===== src/rtl/tkb_pkg.sv =====
// ----------------------------------------------------------------------------
// tkb_pkg
// Shared types, constants and helpers for the tent kernel blur unit.
// ----------------------------------------------------------------------------
package tkb_pkg;

    localparam int DEF_MAX_WIDTH  = 1024;
    localparam int DEF_MAX_HEIGHT = 1024;
    localparam int DEF_MAX_RADIUS = 8;

    localparam int CFG_DATA_W  = 11;
    localparam int CFG_INDEX_W = 2;
    localparam int RES_WIDTH   = 1024;
    localparam int RES_HEIGHT  = 1024;

    // signed width for mirrored tap positions, covers twice the largest frame side
    localparam int MIR_W = 16;

    typedef enum logic [CFG_INDEX_W-1:0] {
        CFG_FRAME_WIDTH  = 2'd0,
        CFG_FRAME_HEIGHT = 2'd1,
        CFG_RADIUS_X     = 2'd2,
        CFG_RADIUS_Y     = 2'd3
    } t_cfg_idx;

    typedef enum logic {
        OP_PIXEL = 1'b0,
        OP_DRAIN = 1'b1
    } t_opcode;

    typedef enum logic [2:0] {
        S_IDLE,
        S_TAPS,
        S_FLUSH,
        S_LOAD,
        S_DIV,
        S_OUT
    } t_state;

    typedef struct packed {
        logic accept;
        logic tap_step;
        logic div_load;
        logic div_step;
        logic out_load;
    } t_cmd;

    typedef struct packed {
        logic produce;
        logic last_tap;
        logic div_done;
        logic out_free;
    } t_sts;

    // edge mirror with border repeat, then clamp into 0..n-1
    function automatic logic signed [MIR_W-1:0] mirror(
        input logic signed [MIR_W-1:0] j,
        input logic signed [MIR_W-1:0] n
    );
        logic signed [MIR_W-1:0] v;
        v = j;
        if (v < 0) begin
            v = -v - MIR_W'(1);
        end
        if (v >= n) begin
            v = (n <<< 1) - MIR_W'(1) - v;
        end
        if (v < 0) begin
            v = '0;
        end
        if (v >= n) begin
            v = n - MIR_W'(1);
        end
        return v;
    endfunction

endpackage


===== src/rtl/tkb_ctrl.sv =====
// ----------------------------------------------------------------------------
// tkb_ctrl
// Sequencer: accepts a word and, if it produces an output, walks the kernel
// taps, runs the divider and hands the result to the output register.
// ----------------------------------------------------------------------------
module tkb_ctrl
    import tkb_pkg::*;
(
    input  logic i_clk,
    input  logic i_rst_n,
    input  logic i_in_valid,
    output logic o_in_ready,
    input  t_sts i_sts,
    output t_cmd o_cmd
);

    t_state r_state;
    t_state n_state;

    always_ff @(posedge i_clk) begin
        if (!i_rst_n) begin
            r_state <= S_IDLE;
        end else begin
            r_state <= n_state;
        end
    end

    always_comb begin
        n_state = r_state;
        case (r_state)
            S_IDLE: begin
                if (i_in_valid && i_sts.produce) begin
                    n_state = S_TAPS;
                end
            end
            S_TAPS: begin
                if (i_sts.last_tap) begin
                    n_state = S_FLUSH;
                end
            end
            S_FLUSH: n_state = S_LOAD;
            S_LOAD:  n_state = S_DIV;
            S_DIV: begin
                if (i_sts.div_done) begin
                    n_state = S_OUT;
                end
            end
            S_OUT: begin
                if (i_sts.out_free) begin
                    n_state = S_IDLE;
                end
            end
            default: n_state = S_IDLE;
        endcase
    end

    always_comb begin
        o_cmd      = '0;
        o_in_ready = 1'b0;
        case (r_state)
            S_IDLE: begin
                o_in_ready   = 1'b1;
                o_cmd.accept = i_in_valid;
            end
            S_TAPS:  o_cmd.tap_step = 1'b1;
            S_FLUSH: o_cmd = '0;
            S_LOAD:  o_cmd.div_load = 1'b1;
            S_DIV:   o_cmd.div_step = !i_sts.div_done;
            S_OUT:   o_cmd.out_load = i_sts.out_free;
            default: o_cmd = '0;
        endcase
    end

endmodule


===== config.mk =====
export PLATFORM = sky130hd
export DESIGN_NAME = tkb_ctrl
export DESIGN_NICKNAME = d
export VERILOG_FILES = /design/src/rtl/tkb_pkg.sv /design/src/rtl/tkb_ctrl.sv
export SDC_FILE = /design/constraint.sdc
export NUM_CORES = 1
export LEC_CHECK = 0
export ABC_CLOCK_PERIOD_IN_PS = 900
export BUFFER_PORTS_ARGS = -buffer_cell sky130_fd_sc_hd__clkbuf_2
export CORE_AREA = 10 10 47 49
export CTS_BUF_LIST = sky130_fd_sc_hd__clkbuf_8 sky130_fd_sc_hd__clkbuf_16
export DETAILED_ROUTE_END_ITERATION = 10
export DIE_AREA = 0 0 57 59
export PLACE_DENSITY = 0.42
export SLEW_MARGIN = 20
export SYNTH_ARGS = -nofsm -noshare
export SYNTH_HDL_FRONTEND = slang
export SYNTH_SLANG_ARGS = --single-unit
export TNS_END_PERCENT = 5

===== constraint.sdc =====
create_clock -name i_clk -period 0.9 [get_ports i_clk]
set_input_delay 0.045 -clock i_clk [delete_from_list [all_inputs] [get_ports i_clk]]
set_output_delay 0.045 -clock i_clk [all_outputs]
set_load 0.1 [all_outputs]

==> metrics.yaml, run 1 <==
violations: "setup timing"
wl_per_cell_um: 12.8
coreArea_um2: 1400
grt_max_degree: 9
synth.area.top_cells: "dfxtp_1 26%, buf_6 9.7%, and3b_2 8.6%"
swShare_pct: 36.5
seq_power_share_pct: 16.4
setup_viol: 9
wl_um: 834
rsz0062_at_grt: "true"
cp-end-kind: "output pin"
power-per-cell-area_nw_per_um2: 1760
nets: 57
start_kind: "register"
track_usage_pct: 5.09
syn_nets: 33
ant_nets: 0
ys_types: 19
reg2reg_slack_ns: -0.13
period_needed_ns: 1.27
status: "finished, violations left"
syn_area_um2: 231
cts_sinks: 3
clk_pin_slew_worst_paths_ns: 0.03
place.gp.congestion: 0.696
period_share_pct: 142
fin_setup_tns_ns: -2.17
fin_ws_ns: -0.375
synth-simple-area-share_pct: 41.6
largest_registers: "r_state (3)"
drive_gt1_share_pct: 75.5
yosysWarnings: 0
h-tree-depth: 1
yosysSeqAreaShare_pct: 25.9
dp.final_hpwl_um: 585
largest_register: "r_state"
drc_errors: 0
crit_end: "o_cmd[1]"
slew_headroom_pct: 83.2
syn-mean-instance-area_um2: 8.90
slowest_delay_ns: 0.36
synth_top_family_by_area: "simple AND/OR/NAND/NOR gates"
synthMuxAreaShare_pct: 0
worstHoldPathType: "input pin to register"
grt_pass1_vias: 293
switching_power_uw: 354
synth_xor_area_share_pct: 0
die_h_um: 59
cts_made_buffers: 3
largest_register_ff_count: 3
overflow: 0
ff2ff_path_depth: 4
clock_power_share_pct: 40.5
cellLeakagePower_uw: 0.000235
synth_seq_cells: 3
crit_start: "r_state[1]"
hold_viol: 0
cp_slowest_cell: "dfxtp_4"
r2r-end: "r_state[0]"
antenna_cells: 0
crit_type: "register to output pin"
clock_skew_ns: 0.000183
portBuffers: 12
cp_cell_sequence: "buf_4 -> nor4b_4 -> buf_12"
die_w_um: 57
cp.required_ns: 0.85
synth.top_cell.area_share_pct: 25.9
clock_latency_ns: 0.22
grt_pass1_wl_um: 1320
r2r_start: "r_state[1]"
cap_viol_max_count: 0
arrival_ns: 1.23
vias: 269
maxClockFrequency_mhz: 784
cts_tree: "built"
cp_max_fo: 8
row_count: 14
cts_root_buf: "clkbuf_8"
synth-compound-area-share_pct: 17.8
grt_antenna_before_repair: 0
dieArea_um2: 3360
clock_path_buffers: 2
intPower_uw: 615
worstMarginPinSlew_ns: 0.250
yosysTopAreaCell: "dfxtp_1"
p_comb_share_pct: 43.1
initial_core_util_pct: 16.5
drtIter0Drc: 6
syn2layout_area_growth_pct: 138
synth_cells: 26
first_pass_iters: 4
worst_ir_drop_vdd_uv: 1030
yosys.area_share.adder_pct: 0
ioPinCount: 13
viasPerCell: 4.14
hold_slack_ns: 0.0762
timing.final.max_slew_violations: 0
[worst max-delay path, delay by kind of cell, from the launching register on]
| kind | cells | cell delay [ns] |
|---|---|---|
| flip-flops | 1 | 0.36 |
| AND/OR/NAND/NOR | 1 | 0.29 |
| buffers and inverters | 2 | 0.35 |
[power groups by stage]
stage          Clock (uW)  Sequential, uW  Combinational [uW]
2_1_floorplan           0             149                 260
3_3_place_gp            0             161                 409
3_5_place_dp            0             161                 407
4_1_cts               400             160                 410
5_1_grt               415             164                 439
6_report              393             159                 417
[logic make-up (layout without fill, tap and decap cells)]
logic type / count (synthesis) / after routing
AOI/OAI and AO/OA: 6 / 6
buffers and inverters: 4 / 27
DFF: 3 / 3
and+or+nand+nor: 13 / 13
[worst min path at each step]
stage / start / to / slack [ns] / depth (start not counted)
after floorplan: i_rst_n / r_state[2] / 0.17 / 1
after global placement: i_rst_n / r_state[2] / 0.30 / 2
after detailed placement: i_rst_n / r_state[2] / 0.31 / 2
after CTS: i_rst_n / r_state[2] / 0.07 / 2
after global routing: i_rst_n / r_state[2] / 0.09 / 2
final: i_rst_n / r_state[2] / 0.08 / 2
[cell usage in the layout, fill, tap and decap left out]
cell / n
nand2b_1: 1
buf_6: 2
a211oi_2: 1
nor3b_4: 1
clkbuf_8: 3
nand3b_1: 1
o21ai_0: 1
dfxtp_4: 1
a31oi_2: 1
buf_12: 6
inv_1: 2
and3b_2: 2
and2_4: 1
nor2b_1: 1
and4_1: 1
nand2_1: 2
nor3b_2: 1
dfxtp_2: 2
nor4b_4: 1
o211ai_1: 1
o21ai_1: 2
clkbuf_2: 6
nor3_4: 1
buf_4: 8
[synth_stat cells (all sizes together)]
cell / number
o21ai: 3
inv: 1
nand3b: 1
buf: 3
and3b: 2
a211oi: 1
nand2b: 1
dfxtp: 3
nor3: 1
a31oi: 1
and2: 1
nand2: 2
nor4b: 1
nor2b: 1
and4: 1
nor3b: 2
o211ai: 1
[metrics by stage]
step / instance area (um^2) / cells / utilization (%) / power, uW / worst slack, ns
after floorplan: 272 / 26 / - / 409 / -0.863
after global placement: 479 / 60 / 34.2 / 570 / -0.189
after detailed placement: 479 / 60 / 34.2 / 568 / -0.185
after CTS: 531 / 64 / 37.9 / 970 / -0.372
after global routing: 552 / 65 / 39.4 / 1020 / -0.419
final: 552 / 65 / 39.4 / 969 / -0.375
[routing by layer]
metal | part of all wire (%) | GRT usage (%) | wire [um]
met2 | 45 | 6.20 | 379
met5 | 0 | 0 | 0
met4 | 0 | 2.01 | 0
met3 | 13 | 5.58 | 110
met1 | 41 | 5.42 | 344
[final cells by class]
class                           instances  area [um^2]
Multi-Input combinational cell         19          184
Clock buffer                            3         41.3
Timing Repair Buffer                   22          233
Sequential cell                         3         66.3
Tap cell                               16         20.0
Clock inverter                          1         3.75
Inverter                                1         3.75
Fill cell                             145          850
[what timing repair did]
item | in CTS | in global routing
pin swaps | 2 | 5
buffers inserted | 0 | 1
hold buffers | 0 | 0
setup endpoints to repair | 9 | 9
resized for setup | 5 | 3
Power figures use the tool's default switching activity.
==> inputs of run 2 (changes only) <==
==> constraint.sdc (replaced) <==
create_clock -name i_clk -period 0.9 [get_ports i_clk]
set_input_delay 0.225 -clock i_clk [delete_from_list [all_inputs] [get_ports i_clk]]
set_output_delay 0.225 -clock i_clk [all_outputs]
set_load 0.1 [all_outputs]
==> run 2 against run 1 <==
Against the previous run: the run still ends with setup timing left; sequential power up 4%; core utilization is 0.80 points higher; clock power rose by 1%; critical path depth is the same; clock-buffer cell count stayed put; cell count unchanged; first-iteration DRC count fell by 67%.
==> metrics.yaml, run 2 (synthesis gave the netlist of run 1 again) <==
ioPinCount: 13  # unchanged
cp_slowest_cell: "dfxtp_2"  # was dfxtp_4
track_usage_pct: 5.91  # was 5.09%
min-delay-start: "i_rst_n"  # unchanged
nets: 57  # unchanged
fin_util_pct: 40.2  # was 39.4%
overflow: 0  # unchanged
power_uw: 982  # was 969 uW
wl_per_cell_um: 12.6  # was 12.8 um
cp_max_fo: 4  # was 8
drc_errors: 0  # unchanged
dp_slack_ns: -0.335  # was -0.185 ns
grt_pass1_wl_um: 1350  # was 1320 um
portBuffers: 12  # unchanged
syn2layout_area_growth_pct: 143  # was 138%
dp.cells: 60  # unchanged
die_w_um: 57  # unchanged
grt_antenna_before_repair: 0  # unchanged
maxClockFrequency_mhz: 722  # was 784 MHz
worstMarginPinSlew_ns: 0.256  # was 0.250 ns
antenna_cells: 0  # unchanged
drive_gt1_share_pct: 73.5  # was 75.5%
cts_tree: "built"  # unchanged
fin_ws_ns: -0.486  # was -0.375 ns
first_pass_iters: 2  # was 4
instances_no_fill: 65  # unchanged
clk_pin_slew_worst_paths_ns: 0.03  # about the same
h-tree-depth: 1  # unchanged
ant_nets: 0  # unchanged
die_h_um: 59  # unchanged
cp-end-kind: "output pin"  # unchanged
timing.final.max_slew_violations: 0  # unchanged
largest_register_ff_count: 3  # unchanged
cp_cell_sequence: "buf_12 -> nor4b_4 -> buf_12"  # was buf_4 -> nor4b_4 -> buf_12
crit_type: "register to output pin"  # unchanged
arrival_ns: 1.16  # was 1.23 ns
worstHoldPathType: "input pin to register"  # unchanged
wl_um: 821  # was 834 um
place.gp.congestion: 0.678  # was 0.696
holdBufCountCts: 0  # unchanged
slowest_delay_ns: 0.33  # was 0.36 ns
period_share_pct: 154  # was 142%
crit_top_cell: "buf_12"
rsz0062_at_grt: "true"  # unchanged
worst_ir_drop_vdd_uv: 903  # was 1030 uV
dieArea_um2: 3360  # unchanged
dp.final_hpwl_um: 620  # was 585 um
clock_latency_ns: 0.22  # about the same
clock_path_buffers: 2  # unchanged
violations: "setup timing"  # unchanged
cts_made_buffers: 3  # unchanged
power-per-cell-area_nw_per_um2: 1740  # was 1760 nW/um^2
largest_registers: "r_state (3)"  # unchanged
viasPerCell: 4.28  # was 4.14
start_kind: "register"  # unchanged
hold_viol: 0  # unchanged
cap_viol_max_count: 0  # unchanged
initial_core_util_pct: 16.5  # unchanged
clock_skew_ns: 0.00385  # was 0.000183 ns
layout_common_cells: "8 x buf_4, 7 x buf_12, 6 x clkbuf_2"  # was 8 x buf_4, 6 x clkbuf_2, 6 x buf_12
cp.required_ns: 0.67  # was 0.85 ns
crit_start: "r_state[0]"  # was r_state[1]
cellLeakagePower_uw: 0.000235  # about the same
coreArea_um2: 1400  # unchanged
period_needed_ns: 1.39  # was 1.27 ns
grt_max_degree: 10  # was 9
vias: 278  # was 269
r2r_start: "r_state[0]"  # was r_state[1]
setup_viol: 9  # unchanged
slew_headroom_pct: 82.9  # was 83.2%
drtIter0Drc: 2  # was 6
grt_pass1_vias: 290  # was 293
layout_commonest_cell: "buf_4"  # unchanged
cts_sinks: 3  # unchanged
row_count: 14  # unchanged
status: "finished, violations left"  # unchanged
largest_register: "r_state"  # unchanged
cts_root_buf: "clkbuf_8"  # unchanged
==> run 2: power by group <==
| group | total, uW | switching, uW | internal (uW) | leakage [uW] |
|---|---|---|---|---|
| Combinational | 418 | 231 | 187 | 0.000181 |
| Clock | 398 | 106 | 292 | 0.0000269 |
| Sequential | 166 | 23.5 | 142 | 0.0000264 |
==> run 2: what timing repair did <==
item | CTS | global route
cloned | 0 | 0
resized for setup | 7 | 1
buffers inserted | 0 | 2
pin swaps | 6 | 1
endpoints found under the setup margin | 9 | 9
==> run 2: layout make-up <==
cell class | count | area [um^2]
clock inverters | 1 | 3.75
flip-flops and latches | 3 | 68.8
well taps | 16 | 20.0
fillers | 146 | 838
multi-input cells | 19 | 184
inverters | 1 | 3.75
clock buffers | 3 | 41.3
repair buffers | 22 | 241
==> run 2: stage by stage <==
stage | setup TNS, ns | hold slack, ns | cell area, um^2
after detailed placement | -2.35 | 0.478 | 504
after floorplan | -4.93 | 0.353 | 272
after CTS | -3.19 | 0.245 | 542
after global placement | -2.29 | 0.470 | 504
final | -3.13 | 0.258 | 563
after global routing | -3.52 | 0.273 | 563
==> run 2: final timing paths <==
check	cells after the start	end	slack, ns
setup / recovery	3	o_cmd[1]	-0.49
hold / removal	2	r_state[2]	0.26
setup reg to reg	4	r_state[2]	-0.16
hold reg to reg	1	r_state[1]	0.62
==> run 2: metal layers <==
metal	GRT usage [%]	up-vias	wire length (um)
met4	9.06	0	43
met2	6.36	12	351
met5	0	-	0
li1	-	138	-
met3	5.58	4	106
met1	5.07	124	320
==> run 2: worst max-delay path, delay by kind of cell, from the launching register on <==
kind / cells / cell delay [ns]
buffers and inverters: 2 / 0.34
and+or+nand+nor: 1 / 0.26
DFF: 1 / 0.33
